==> src/wrm_queue.sv <==
// ============================================================================
// wrm_queue
// Short register queue that carries pending update requests from the
// front end to the back end.
// ============================================================================
module wrm_queue #(
    parameter int WIDTH = 96,
    parameter int DEPTH = 2
) (
    input  logic             clk,
    input  logic             rst_n,
    input  logic             push,
    input  logic [WIDTH-1:0] push_data,
    input  logic             pop,
    output logic [WIDTH-1:0] head_data,
    output logic             full,
    output logic             empty
);

    localparam int PTR_WIDTH = $clog2(DEPTH);
    localparam int CNT_WIDTH = $clog2(DEPTH + 1);
    localparam logic [PTR_WIDTH-1:0] LAST_PTR = PTR_WIDTH'(DEPTH - 1);
    localparam logic [CNT_WIDTH-1:0] FULL_CNT = CNT_WIDTH'(DEPTH);

    logic [WIDTH-1:0]     slot_reg [DEPTH];
    logic [PTR_WIDTH-1:0] wr_ptr_reg;
    logic [PTR_WIDTH-1:0] rd_ptr_reg;
    logic [CNT_WIDTH-1:0] count_reg;

    assign full      = (count_reg == FULL_CNT);
    assign empty     = (count_reg == '0);
    assign head_data = slot_reg[rd_ptr_reg];

    // Entry storage needs no reset.
    always_ff @(posedge clk)
    begin
        if (push)
        begin
            slot_reg[wr_ptr_reg] <= push_data;
        end
    end

    // Pointers and fill count.
    always_ff @(posedge clk or negedge rst_n)
    begin
        if (!rst_n)
        begin
            wr_ptr_reg <= '0;
            rd_ptr_reg <= '0;
            count_reg  <= '0;
        end
        else
        begin
            if (push)
            begin
                wr_ptr_reg <= (wr_ptr_reg == LAST_PTR) ? '0 : wr_ptr_reg + 1'b1;
            end
            if (pop)
            begin
                rd_ptr_reg <= (rd_ptr_reg == LAST_PTR) ? '0 : rd_ptr_reg + 1'b1;
            end
            if (push && !pop)
            begin
                count_reg <= count_reg + 1'b1;
            end
            else if (pop && !push)
            begin
                count_reg <= count_reg - 1'b1;
            end
        end
    end

    // A push lands on a full queue only together with a pop, and a pop never drains an empty one.
    a_no_overflow: assert property (@(posedge clk) disable iff (!rst_n)
        push |-> (!full || pop))
        else $error("queue push while full");

    a_no_underflow: assert property (@(posedge clk) disable iff (!rst_n)
        pop |-> !empty)
        else $error("queue pop while empty");

endmodule

==> config.mk <==
export PLATFORM = sky130hd
export DESIGN_NAME = wrm_queue
export DESIGN_NICKNAME = d
export VERILOG_FILES = /design/src/wrm_queue.sv
export SDC_FILE = /design/constraint.sdc
export NUM_CORES = 1
export LEC_CHECK = 0
export BUFFER_PORTS_ARGS = -buffer_cell sky130_fd_sc_hd__buf_2
export CAP_MARGIN = 10
export CORE_MARGIN = 4
export CORE_UTILIZATION = 50
export CTS_CLUSTER_DIAMETER = 80
export DETAILED_ROUTE_END_ITERATION = 8
export PLACE_DENSITY_LB_ADDON = 0.08
export SLEW_MARGIN = 15
export SYNTH_ARGS = -nofsm -noshare
export SYNTH_HDL_FRONTEND = slang
export SYNTH_SLANG_ARGS = --single-unit
==> constraint.sdc <==
create_clock -name clk -period 10.05 [get_ports clk]
set_input_delay 0.5025 -clock clk [delete_from_list [all_inputs] [get_ports clk]]
set_output_delay 0.5025 -clock clk [all_outputs]
set_load 0.03 [all_outputs]
==> out/results.ini <==
[cts]
cts_root_buf=clkbuf_16
cts_tree=yes
cts_setup_buffers=0
cts.clk_slew.worst_paths_ns=0.06
clock_latency_ns=0.42
numCtsBuffers=17
cts_buffer_depth=2
ctsResizeCount=0
cts.sinks=196
cts_hold_buf=1
htreeDepth=4

[routing]
first_pass_iters=4
drt-total-wl_um=12800
vias=3525
drt_iter0_markers=195
drc=0
ant_nets=0
vias_per_cell=4.92
wire_per_inst_um=17.8

[job]
cap_violations=0

[critical_path]
required_ns=9.55
critPathArrivalTime_ns=2.68
cp-start-kind=flip-flop
end_kind=output pin
path_class=flip-flop to output pin
path_max_fanout=70

[run_status]
outcome=complete, no violations

[global_routing]
grt_use_total=0.158
grt_pass1_wl_um=19400
grt_pass1_vias=3784
gr-total-overflow=0
antenna_found_initial=2
grt_max_degree=75

[die]
die_area_sq_um=16500
start_util=0.515
die_w_um=128
core_area_sq_um=14000
row_count=43
pin_count=198
dieHeight_um=128

[logic_synthesis]
synth_area_sq_um=7230
seq_area_frac_synth=0.811
ys_warn_count=0
ys_seq_elements=196
ys_types=13
syn_inst=315
synth.net_count=416
synth_area_per_cell_sq_um=23.0

[timing]
max-slew-margin-rel=0.266
hold-worst-slack_ns=0.265
worst_slew_pin_slew_ns=1.10
min_period_ns=3.19
fin_skew_ns=0.00778
finalSetupTns_ns=0
min_period_over_period=0.317
fmax_mhz=314
rsz0062_at_grt=false
slew_viol_final=0
hold_viol_final=0
layout_setup_ws_ns=6.86
setup_viol_count_final=0

[final_layout]
drive_above_1_share=0.610
nNetsFinal=626
final_util=0.640
diodes=0
syn2layout_area_growth_pct=24.3
fin_cells=716
largest_reg_flops=192

[place]
port_buffers=197
dpl.cell_count=684
hpwl_um=8370
gp_congestion=0.719
place_ws_ns=7.18

[worst_hold_path]
holdCritPathClass=input pin to flip-flop

[pwr]
peakVddDrop_v=0.000146
power_density_nw_per_um2=308
leakage_uw=0.00349

==> stage by stage <==
step | power (uW) | instance area (sq um)
3_3_place_gp | 2140 | 8390
6_report | 2770 | 8990
2_1_floorplan | 1910 | 7230
4_1_cts | 2800 | 8970
3_5_place_dp | 2150 | 8390
5_1_grt | 2890 | 8990
==> final timing paths <==
| kind | to | slack, ns | start | depth (start not counted) |
|---|---|---|---|---|
| worst max-delay path | head_data[30] | 6.86 | rd_ptr_reg | 3 |
| worst min register to register | count_reg[1] | 0.49 | count_reg[1] | 1 |
| min in group asynchronous | count_reg[1] | 0.42 | rst_n | 2 |
| worst min-delay path | slot_reg[1][77] | 0.27 | push_data[77] | 1 |
| worst max register to register | slot_reg[0][21] | 7.92 | wr_ptr_reg | 3 |
| max in group asynchronous | rd_ptr_reg | 9.49 | rst_n | 2 |
==> cell families (layout without fill, tap and decap cells) <==
logic type / Yosys count / count (layout) / share of synthesized area
flops: 196 / 196 / 0.811
mux: 96 / 96 / 0.165
buf+inv: 12 / 233 / 0.0125
xor+xnor: 5 / 5 / 0.00606
simple gates: 5 / 5 / 0.00363
fa+ha+maj: 1 / 1 / 0.00173
==> report_power, final <==
group,switching (uW),internal (uW)
combinational,617,353
sequential,58.5,1090
clock,267,384
==> routing by layer <==
metal  part of all wire  wire (um)  up-vias  GRT usage
li1                   -          -     1666          -
met1               0.38       4860     1709      0.179
met2               0.51       6510      124      0.262
met3              0.088       1130       22     0.0683
met4              0.020        252        4     0.0674
met5             0.0027         35        -          0
==> cell usage after synthesis, drive strengths merged <==
cell	count	area (sq um)
and2	1	6.26
buf	11	86.3
dfrtp	4	100
edfxtp	192	5770
ha	1	12.5
inv	1	3.75
mux2	96	1190
nor2	2	7.51
nor2b	2	12.5
xnor2	1	8.76
xor2	4	35.0
==> placed cells by master (no fill, tap or decap), types with 2 or more instances in the layout <==
cell type,synthesis,layout
dfrtp_1,4,3
clkinv_1,0,3
clkinv_2,0,5
mux2_2,66,66
nor2_1,2,2
edfxtp_1,192,192
buf_2,6,197
xor2_1,4,4
buf_4,0,3
clkbuf_16,0,17
bufinv_16,0,3
mux2_4,30,30
==> cell type report <==
class | instances | area, sq um
Sequential cell | 196 | 5870
Tap cell | 180 | 225
Inverter | 1 | 3.75
Multi-Input combinational cell | 107 | 1290
Clock inverter | 13 | 143
Fill cell | 1024 | 5050
Timing Repair Buffer | 202 | 1040
Clock buffer | 17 | 425
==> worst max-delay path, cell delays in order (launching register included) <==
cell     delay (ns)
dfrtp_4        0.67
buf_4          0.91
mux2_2         0.44
buf_2          0.18
No activity file was read; power rests on OpenSTA's default activity.
